===== src/rtl/assert_macros.svh =====
// Assertion macros shared by the RTL of the CAN channel extractor.
// Expects a clock clk_i and an active-low reset rst_ni in the using scope.
`ifndef ASSERT_MACROS_SVH
`define ASSERT_MACROS_SVH

// Property checked at every rising edge outside reset.
`define ASSERT_CLK(lbl, prop, msg) \
  lbl: assert property (@(posedge clk_i) disable iff (!rst_ni) prop) else $error(msg);

// Condition that must never be seen outside reset.
`define ASSERT_NEVER(lbl, cond, msg) \
  `ASSERT_CLK(lbl, !(cond), msg)

`endif


===== src/rtl/ccx_pkg.sv =====
// Package for the CAN channel extractor: word types, reset values,
// register indexes and the fixed channel layout table. No dependencies.
package ccx_pkg;

  localparam int unsigned PosW          = 16;
  localparam int unsigned CursorW       = 5;
  localparam int unsigned NumChannelsDef = 18;
  localparam int unsigned BytesPerFrame = 8;

  localparam logic [31:0] MatchIdReset   = 32'h0000_05F0;
  localparam logic [23:0] EndMarkerReset = 24'hFC_FBFA;

  // configuration register indexes
  localparam logic CfgMatchId   = 1'b0;
  localparam logic CfgEndMarker = 1'b1;

  typedef struct packed {
    logic [31:0] frame_identifier;
    logic [3:0]  data_length;
    logic [63:0] frame_bytes;
  } ccx_in_t;

  typedef struct packed {
    logic [CursorW-1:0] channel_number;
    logic signed [63:0] channel_value;
    logic               last_of_frame;
  } ccx_out_t;

  typedef struct packed {
    logic [PosW-1:0] offset;
    logic [3:0]      width;
  } ccx_layout_t;

  // Fixed layout; entries past the listed channels sit at offset 0, two bytes wide.
  function automatic ccx_layout_t layout_entry(logic [CursorW-1:0] idx);
    ccx_layout_t e;
    e.width = 4'd2;
    unique case (idx)
      5'd0:    e.offset = 16'd0;
      5'd1:    e.offset = 16'd2;
      5'd2:    e.offset = 16'd4;
      5'd3:    e.offset = 16'd6;
      5'd4:    e.offset = 16'd8;
      5'd5:    e.offset = 16'd10;
      5'd6:    e.offset = 16'd22;
      5'd7:    e.offset = 16'd24;
      5'd8:    e.offset = 16'd44;
      5'd9:    e.offset = 16'd46;
      5'd10:   e.offset = 16'd48;
      5'd11:   e.offset = 16'd50;
      5'd12:   e.offset = 16'd52;
      5'd13:   e.offset = 16'd54;
      5'd14:   e.offset = 16'd56;
      5'd15:   e.offset = 16'd58;
      5'd16:   e.offset = 16'd60;
      5'd17:   e.offset = 16'd88;
      default: e.offset = 16'd0;
    endcase
    return e;
  endfunction

endpackage


===== src/rtl/can_channel_extractor_unit.sv =====
// CAN channel extractor top level: frame walker, channel shifter and output register.
// Depends on ccx_pkg and assert_macros.svh.
//
// Usage: one CAN frame word enters on in_valid_i/in_ready_o. Frames whose
// identifier differs from the match_identifier register are dropped in the
// cycle they are taken. A matching frame is walked one data byte per cycle
// unless a hit stalls on a full output (data_length, clamped to eight), then
// a closing step; in_ready_o stays low until the walker is idle again. The
// walk step is the only loop; one 64-bit shifter extracts the channel bytes
// at the current byte.
// Each channel hit yields one result word on out_valid_o/out_ready_i. A hit is
// held in a pending register until the next hit so that last_of_frame can be
// set on the final word of the frame; the first word leaves at the second
// hit or at the closing step. The output register lets a new frame be taken
// while a result still waits; when the receiver stalls with both pending and
// output full, the walk holds until the output drains.
// Configuration: cfg_we_i writes register cfg_idx_i (0 match identifier,
// 1 end marker) at once; write only while idle.
// Reset: byte position and channel cursor return to zero, registers to their
// defaults, no result is pending.
module can_channel_extractor_unit
  import ccx_pkg::*;
#(
  parameter int unsigned NUM_CHANNELS = NumChannelsDef
) (
  input  logic        clk_i,
  input  logic        rst_ni,
  input  logic        in_valid_i,
  output logic        in_ready_o,
  input  ccx_in_t     in_data_i,
  output logic        out_valid_o,
  input  logic        out_ready_i,
  output ccx_out_t    out_data_o,
  input  logic        cfg_we_i,
  input  logic        cfg_idx_i,
  input  logic [31:0] cfg_wdata_i
);

  `include "assert_macros.svh"

  typedef enum logic [2:0] {
    S_IDLE  = 3'b001,
    S_WALK  = 3'b010,
    S_CLOSE = 3'b100
  } state_e;

  state_e state_q, state_d;

  logic [31:0]        match_id_q, match_id_d;
  logic [23:0]        end_marker_q, end_marker_d;
  logic [PosW-1:0]    pos_q, pos_d;
  logic [CursorW-1:0] cursor_q, cursor_d;
  logic [3:0]         len_q, len_d;
  logic [3:0]         step_q, step_d;
  logic               marker_hit_q, marker_hit_d;
  logic [63:0]        frame_q, frame_d;
  logic               pend_valid_q, pend_valid_d;
  ccx_out_t           pend_q, pend_d;
  logic               out_valid_q, out_valid_d;
  ccx_out_t           out_q, out_d;

  ccx_layout_t        lay;
  logic               hit;
  logic               out_free;
  logic [3:0]         width_c;
  logic [3:0]         width_gap;
  logic signed [63:0] aligned;
  logic signed [63:0] chan_val;
  logic [CursorW:0]   cursor_inc;
  logic [CursorW-1:0] cursor_next;
  logic               id_match;

  assign in_ready_o  = (state_q == S_IDLE);
  assign out_valid_o = out_valid_q;
  assign out_data_o  = out_q;
  assign out_free    = !out_valid_q || out_ready_i;
  assign id_match    = (in_data_i.frame_identifier == match_id_q);

  // channel shifter: bring byte step to the top, then arithmetic shift down
  always_comb begin
    lay = layout_entry(cursor_q);
    hit = (pos_q == lay.offset);
    if (lay.width == 4'd0) begin
      width_c = 4'd1;
    end else if (lay.width > 4'(BytesPerFrame)) begin
      width_c = 4'(BytesPerFrame);
    end else begin
      width_c = lay.width;
    end
    width_gap  = 4'(BytesPerFrame) - width_c;
    aligned    = $signed(frame_q << {step_q[2:0], 3'b000});
    chan_val   = aligned >>> {width_gap[2:0], 3'b000};
    cursor_inc = {1'b0, cursor_q} + {{CursorW{1'b0}}, 1'b1};
    if (cursor_inc >= (CursorW+1)'(NUM_CHANNELS)) begin
      cursor_next = '0;
    end else begin
      cursor_next = cursor_inc[CursorW-1:0];
    end
  end

  always_comb begin
    state_d      = state_q;
    match_id_d   = match_id_q;
    end_marker_d = end_marker_q;
    pos_d        = pos_q;
    cursor_d     = cursor_q;
    len_d        = len_q;
    step_d       = step_q;
    marker_hit_d = marker_hit_q;
    frame_d      = frame_q;
    pend_valid_d = pend_valid_q;
    pend_d       = pend_q;
    out_d        = out_q;
    out_valid_d  = out_valid_q && !out_ready_i;

    if (cfg_we_i) begin
      unique case (cfg_idx_i)
        CfgMatchId:   match_id_d   = cfg_wdata_i;
        CfgEndMarker: end_marker_d = cfg_wdata_i[23:0];
        default:      match_id_d   = match_id_q;
      endcase
    end

    unique case (state_q)
      S_IDLE: begin
        if (in_valid_i && id_match) begin
          frame_d      = in_data_i.frame_bytes;
          len_d        = in_data_i.data_length[3] ? 4'(BytesPerFrame)
                                                  : in_data_i.data_length;
          step_d       = '0;
          marker_hit_d = (in_data_i.frame_bytes[31:8] == end_marker_q);
          state_d      = S_WALK;
        end
      end
      S_WALK: begin
        if (step_q == len_q) begin
          state_d = S_CLOSE;
        end else if (!(hit && pend_valid_q && !out_free)) begin
          // advance one byte; a hit pushes the older pending word out
          if (hit) begin
            if (pend_valid_q) begin
              out_d       = pend_q;
              out_valid_d = 1'b1;
            end
            pend_valid_d          = 1'b1;
            pend_d.channel_number = cursor_q;
            pend_d.channel_value  = chan_val;
            pend_d.last_of_frame  = 1'b0;
            cursor_d              = cursor_next;
          end
          pos_d  = pos_q + 1'b1;
          step_d = step_q + 1'b1;
        end
      end
      S_CLOSE: begin
        if (!pend_valid_q || out_free) begin
          if (pend_valid_q) begin
            out_d               = pend_q;
            out_d.last_of_frame = 1'b1;
            out_valid_d         = 1'b1;
            pend_valid_d        = 1'b0;
          end
          if (marker_hit_q) begin
            pos_d    = '0;
            cursor_d = '0;
          end
          state_d = S_IDLE;
        end
      end
      default: state_d = S_IDLE;
    endcase
  end

  always_ff @(posedge clk_i or negedge rst_ni) begin
    if (!rst_ni) begin
      state_q      <= S_IDLE;
      match_id_q   <= MatchIdReset;
      end_marker_q <= EndMarkerReset;
      pos_q        <= '0;
      cursor_q     <= '0;
      len_q        <= '0;
      step_q       <= '0;
      marker_hit_q <= 1'b0;
      pend_valid_q <= 1'b0;
      out_valid_q  <= 1'b0;
    end else begin
      state_q      <= state_d;
      match_id_q   <= match_id_d;
      end_marker_q <= end_marker_d;
      pos_q        <= pos_d;
      cursor_q     <= cursor_d;
      len_q        <= len_d;
      step_q       <= step_d;
      marker_hit_q <= marker_hit_d;
      pend_valid_q <= pend_valid_d;
      out_valid_q  <= out_valid_d;
    end
  end

  always_ff @(posedge clk_i) begin
    frame_q <= frame_d;
    pend_q  <= pend_d;
    out_q   <= out_d;
  end

  `ASSERT_NEVER(a_idle_no_pending, in_ready_o && pend_valid_q,
                "pending word left behind at end of frame")
  `ASSERT_CLK(a_cursor_range, ({1'b0, cursor_q} < (CursorW+1)'(NUM_CHANNELS)),
              "channel cursor past last channel")
  `ASSERT_NEVER(a_step_range, (state_q == S_WALK) && (step_q > len_q),
                "walk step beyond frame length")
  `ASSERT_CLK(a_stall_holds, (state_q == S_WALK && step_q != len_q && hit &&
              pend_valid_q && !out_free) |=> ($stable(pos_q) && $stable(cursor_q)),
              "walk advanced while output was blocked")

endmodule

===== config.mk =====
export PLATFORM = sky130hd
export DESIGN_NAME = can_channel_extractor_unit
export DESIGN_NICKNAME = d
export VERILOG_FILES = /design/src/rtl/ccx_pkg.sv /design/src/rtl/can_channel_extractor_unit.sv
export VERILOG_INCLUDE_DIRS = /design/src /design/src/rtl
export SDC_FILE = /design/constraint.sdc
export NUM_CORES = 1
export LEC_CHECK = 0
export ABC_CLOCK_PERIOD_IN_PS = 7300
export BUFFER_PORTS_ARGS = -buffer_cell sky130_fd_sc_hd__buf_2
export CAP_MARGIN = 20
export CORE_MARGIN = 2
export CORE_UTILIZATION = 30
export DETAILED_ROUTE_END_ITERATION = 10
export HOLD_SLACK_MARGIN = 0.06
export SKIP_CTS_REPAIR_TIMING = 1
export SYNTH_ARGS = -nofsm -noshare
export SYNTH_HDL_FRONTEND = slang
export SYNTH_SLANG_ARGS = --single-unit

===== constraint.sdc =====
create_clock -name clk_i -period 7.3 [get_ports clk_i]
set_input_delay 1.46 -clock clk_i [delete_from_list [all_inputs] [get_ports clk_i]]
set_output_delay 1.46 -clock clk_i [all_outputs]
set_load 0.01 [all_outputs]

==> impl_results.md, run 1 <==
* Worst Tran Pin Value at 0.962 ns
* Worst setup endpoint: frame_q[46]$_DFFE_PP_
* CP required at 7.35 ns
* Vias in the first global route at 5,974
* Yosys reg bits at 198
* Setup WS pre-CTS at 3.03 ns
* Crit path from: in_data_i[90]
* Clk root buf: clkbuf_16
* Syn Inst Count at 733
* Hold Path Depth at 0
* Most frequent cells in the layout: buf_2 (208), edfxtp_1 (107), mux2_2 (65)
* Clock latency on the worst-skew pair at 0.43 ns
* Static leakage at 4.33 nW
* Post-synth net total at 881
* Worst Hold Slack at 0.419 ns
* Reg-to-Reg Start: pos_q[0]$_DFFE_PN0P_
* Htree depth at 4
* Setup ws final at 3.56 ns
* Worst-path clk slew at 0.08 ns
* Status: finished clean
* Grt ovf at 0
* Part of the cycle the worst path needs at 51.3%
* # rows at 65
* Number of I/O pins at 210
* Fraction of registers with async set or reset after synthesis at 46.0%
* Post-Place Cell Area at 0.0106 mm²
* Number of remaining DRC errors at 0
* Register area share after synthesis at 58.2%
* Die Wd at 182 µm
* Placed insts at 1,270
* Max VDD drop at 135 µV
* Data arrival, critical path at 3.79 ns
* Core area at 0.0313 mm²
* Routed via count at 6,131
* CTS tree: built
* Total CTS buffers at 17
* Syn_area_per_cell at 12.9 µm²
* Port bufs at 209
* Max Clk Rate at 267 MHz
* Reg2reg setup slack at 4.09 ns
* Wirelength, routed at 22,200 µm
* Tot Pwr at 2.41 mW
* Mapped Area at 0.00949 mm²
* Hold Vio Cnt, Final at 0
* Area Overhead vs Synth at 18.4%
* Final min period at 3.74 ns
* Post-synth EDFFs at 107
* Layout Skew at 0.0157 ns
* Layout cells sized above 1 at 41.0%
* Setup violators final at 0
* CP endpoint kind: register
* Top FF cell, synth: edfxtp_1
* Initial antenna violation count at 1
* 1st-iter DRT viols at 394
* R2R cell count at 6
* Unique masters post-synth at 60
* Crit start category: primary input
* Synthesis Warnings at 0
* Pin count of the biggest net entering global routing at 76
* Maxcap violations at 0
* Slew margin rel. at 35.8%
* Initial Util at 30.3%
* Setup CP Type: primary input to register
* Final Max Slew Viols at 0
* Setup repair after global routing missed its margin: no
* Most common cell after layout, fill and taps aside: buf_2
* Antenna viol nets, final at 0
* Final instance area at 0.0112 mm²
* Max clock buf depth at 2
* Layout Utilization at 35.9%
* Net count, final at 1,036
* First-pass GRT wire length at 34,100 µm
* Routability congestion estimate at 0.829
* Hold Crit Class: register to register
* Die Y at 182 µm
* Total track usage at 13.6%
* # clock sinks at 198
* Power Density at 215 mW/mm²
* Vias/cell at 4.70
* Final total negative setup slack at 0 ns
* Crit Path Max Fanout at 67
* Pre-Repair DR Iteration Count at 5
* Routed WL per cell at 17.0 µm
* Post-Layout Cell Count at 1,304
* Die area at 0.0331 mm²
* Reg2reg end: pend_q[12]$_DFFE_PP_
* Dpl hpwl at 16,700 µm
==> routing by layer <==
| metal | vias to the layer above | track usage (%) | wire (µm) |
|---|---|---|---|
| met5 | - | 0 | 0 |
| met4 | 0 | 5.13 | 404 |
| met3 | 17 | 2.95 | 1410 |
| met2 | 242 | 20.9 | 9830 |
| met1 | 2939 | 18.9 | 10500 |
| li1 | 2933 | - | - |
==> kinds of logic after synthesis <==
logic type	after synthesis	share of synthesized area, %
mux	89	12.4
fa+ha+maj	10	1.32
simple gates	185	9.99
xor+xnor	72	6.65
flops	198	58.2
compound gates	89	5.85
buf+inv	90	5.63
==> worst min path at each step <==
stage	start	endpoint	slack (ns)
after floorplan	pend_q[10]$_DFFE_PP_	out_data_o[10]$_DFFE_PP_	0.40
after global placement	pend_q[9]$_DFFE_PP_	out_data_o[9]$_DFFE_PP_	0.40
after detailed placement	pend_q[9]$_DFFE_PP_	out_data_o[9]$_DFFE_PP_	0.41
after CTS	pend_q[9]$_DFFE_PP_	out_data_o[9]$_DFFE_PP_	0.42
after global routing	pend_q[6]$_DFFE_PP_	out_data_o[6]$_DFFE_PP_	0.43
final	pend_q[13]$_DFFE_PP_	out_data_o[13]$_DFFE_PP_	0.42
==> flip-flops by register name, summed over array words and instances, names as in the netlist <==
| name | count |
|---|---|
| frame_q | 64 |
| pend_valid_q | 1 |
| step_q | 4 |
| pend_q | 21 |
| out_data_o | 22 |
| pos_q | 16 |
| out_valid_o | 1 |
| end_marker_q | 24 |
| cursor_q | 5 |
| marker_hit_q | 1 |
| match_id_q | 32 |
| len_q | 4 |
| state_q | 3 |
==> area by class of cell <==
class	instances	area, µm²
antenna	1	2.50
fill	3086	20100
inverter	12	45.0
sequential	198	5530
multi-input combinational	445	3440
timing repair buffer	214	1110
tap	402	503
clock buffer	17	425
clock inverter	15	183
==> power by group <==
group / leakage (nW) / switching [mW] / total [mW] / internal [mW]
sequential: 1.97 / 0.0337 / 1.27 / 1.24
clock: 0.291 / 0.466 / 0.961 / 0.494
combinational: 2.07 / 0.0776 / 0.184 / 0.107
==> synth_stat cells, types with 3 or more instances <==
master      n  area (µm²)
o21ai_0    32         160
mux2i_1     8        80.1
xnor2_1    58         508
edfxtp_1  107        3210
nand3b_1    3        22.5
nor2_1     30         113
nor4_1      7        43.8
mux4_2     16         360
nand4_1    18         113
nor2b_1     3        18.8
a31oi_1     8        50.1
nand3_1    15        75.1
nor3_1      8        40.0
o211ai_1    9        67.6
a21oi_1    18        90.1
buf_2       7        35.0
o21ai_1     5        25.0
and3_1     12        75.1
and2_1      3        18.8
ha_1       10         125
mux2_2     65         732
buf_4      48         360
xor2_1     14         123
clkbuf_1   15        56.3
nand2_1    61         229
nand2b_1    9        56.3
inv_1      11        41.3
dfrtp_1    65        1630
o31ai_1     4        30.0
dfstp_2    26         683
buf_1       7        26.3
==> worst max-delay path: stages <==
cell and delay, ns:
buf_2 0.10, xnor2_1 0.13, nand4_1 0.21, nor4_1 0.73, nand3_1 0.24, nor3_2 0.20
buf_4 0.68
Note: power is estimated with default switching activity, not from simulation.
==> run 2, diff against run 1 <==
--- a/config.mk
+++ b/config.mk
@@ -6,7 +6,7 @@
 export SDC_FILE = /design/constraint.sdc
 export NUM_CORES = 1
 export LEC_CHECK = 0
-export ABC_CLOCK_PERIOD_IN_PS = 7300
+export ABC_CLOCK_PERIOD_IN_PS = 3800
 export BUFFER_PORTS_ARGS = -buffer_cell sky130_fd_sc_hd__buf_2
 export CAP_MARGIN = 20
 export CORE_MARGIN = 2
==> constraint.sdc (replaced) <==
create_clock -name clk_i -period 3.8 [get_ports clk_i]
set_input_delay 0.76 -clock clk_i [delete_from_list [all_inputs] [get_ports clk_i]]
set_output_delay 0.76 -clock clk_i [all_outputs]
set_load 0.01 [all_outputs]
==> impl_results.md, run 2 (synthesized netlist as in run 1, its figures left out) <==
* Status: finished clean
* Hold Crit Class: primary input to async pin
* Reg2reg end: pend_q[4]$_DFFE_PP_
* Worst Tran Pin Value at 0.942 ns
* Met2 usage at 21.4%
* R2R cell count at 6
* Number of I/O pins at 210
* 1st-iter DRT viols at 363
* # fillers at 3,066
* Dpl hpwl at 17,100 µm
* # rows at 65
* Routability congestion estimate at 0.859
* Pre-Repair DR Iteration Count at 5
* Die area at 0.0331 mm²
* Worst Hold Slack at 0.368 ns
* Pin count of the biggest net entering global routing at 68
* Max clock buf depth at 2
* Part of the cycle the worst path needs at 80.3%
* Initial antenna violation count at 1
* Maxcap violations at 0
* Layout cells sized above 1 at 41.4%
* Setup violators final at 0
* Clk root buf: clkbuf_16
* Final total negative setup slack at 0 ns
* Antenna viol nets, final at 0
* Crit Path Max Fanout at 27
* Placed insts at 1,277
* Max FFs per register at 64
* Biggest regs: frame_q (64), match_id_q (32), end_marker_q (24)
* Worst-path clk slew at 0.08 ns
* Clock latency on the worst-skew pair at 0.44 ns
* Slowest cell delay on critical path at 0.54 ns
* Most common cell after layout, fill and taps aside: buf_2
* CP max-delay cell: or4_4
* Core area at 0.0313 mm²
* Routed via count at 6,142
* Post-Layout Cell Count at 1,311
* Port bufs at 209
* Final Max Slew Viols at 0
* Tot Pwr at 4.64 mW
* Total CTS buffers at 17
* CP required at 3.87 ns
* Htree depth at 4
* Reg2reg setup slack at 0.75 ns
* Wirelength, routed at 22,800 µm
* Layout Skew at 0.0185 ns
* Most crowded layer after global routing: met2
* Die Wd at 182 µm
* Die Y at 182 µm
* Data arrival, critical path at 3.12 ns
* Final min period at 3.05 ns
* Setup CP Type: register to register
* Static leakage at 4.36 nW
* Largest reg by FF count: frame_q
* Routed WL per cell at 17.4 µm
* Area Overhead vs Synth at 19.0%
* Vias in the first global route at 5,943
* Net count, final at 1,043
* Met3 GRT Util at 3.27%
* Power Density at 411 mW/mm²
* Total track usage at 14.0%
* Setup repair after global routing missed its margin: no
* Number of remaining DRC errors at 0
* Grt ovf at 0
* Vias/cell at 4.68
* Slew margin rel. at 37.2%
* Most frequent cells in the layout: buf_2 (208), edfxtp_1 (107), mux2_2 (65)
* CP endpoint kind: register
* GRT met1 Usage at 20.0%
* Reg-to-Reg Start: pos_q[0]$_DFFE_PN0P_
* Hold Vio Cnt, Final at 0
* Critical Path, Cell by Cell: or4_4 > nor4_2 > o2111ai_1 > a311oi_4 > nand3_2 > inv_2
* Crit start category: register
* CTS tree: built
* Max VDD drop at 262 µV
* # clock sinks at 198
* First-pass GRT wire length at 35,000 µm
* Max Clk Rate at 328 MHz
* Initial Util at 30.3%
==> run 2: how the worst max path moves through the flow <==
stage | from | endpoint | cells after the start
4_1_cts | pos_q[0]$_DFFE_PN0P_ | pend_q[12]$_DFFE_PP_ | 6
2_1_floorplan | in_data_i[82] | frame_q[0]$_DFFE_PP_ | 5
3_3_place_gp | pos_q[0]$_DFFE_PN0P_ | pend_q[8]$_DFFE_PP_ | 6
3_5_place_dp | pos_q[0]$_DFFE_PN0P_ | pend_q[15]$_DFFE_PP_ | 6
5_1_grt | cursor_q[1]$_DFFE_PN0P_ | cursor_q[2]$_DFFE_PN0P_ | 10
6_report | pos_q[0]$_DFFE_PN0P_ | pend_q[4]$_DFFE_PP_ | 6
==> run 2: worst max-delay path, delay by kind of cell, from the launching register on <==
| family | cells | cell delay, ns |
|---|---|---|
| simple gates | 3 | 1.03 |
| compound gates | 2 | 0.74 |
| buf+inv | 1 | 0.47 |
| flops | 1 | 0.42 |
==> run 2: metrics by stage <==
| stage | worst slack [ns] | util (%) | area (µm²) |
|---|---|---|---|
| floorplan | 0.229 | - | 9500 |
| global placement | 0.842 | 34.1 | 10700 |
| detailed placement | 0.760 | 34.1 | 10700 |
| CTS | 0.740 | 36.0 | 11300 |
| global route | 0.451 | 36.1 | 11300 |
| finish | 0.750 | 36.1 | 11300 |
==> run 2: area by class of cell <==
class	instances	area, µm²	share of cell area (%)
clock inverter	15	171	1.52
inverter	12	45.0	0.399
antenna	1	2.50	0.0222
tap	402	503	4.45
clock buffer	17	425	3.77
sequential	198	5530	48.9
timing repair buffer	221	1170	10.4
multi-input combinational	445	3450	30.5
==> run 2: where the power goes <==
group          internal (mW)  total [mW]  leakage, nW  switching [mW]
sequential              2.37        2.44         1.97          0.0636
clock                  0.895        1.84        0.288           0.944
combinational          0.205       0.360         2.10           0.155
==> run 2: metal layers <==
metal	wire, µm	share of wire (%)
met3	1180	5.1
met5	0	0
met1	11200	49
met4	212	0.93
met2	10200	45
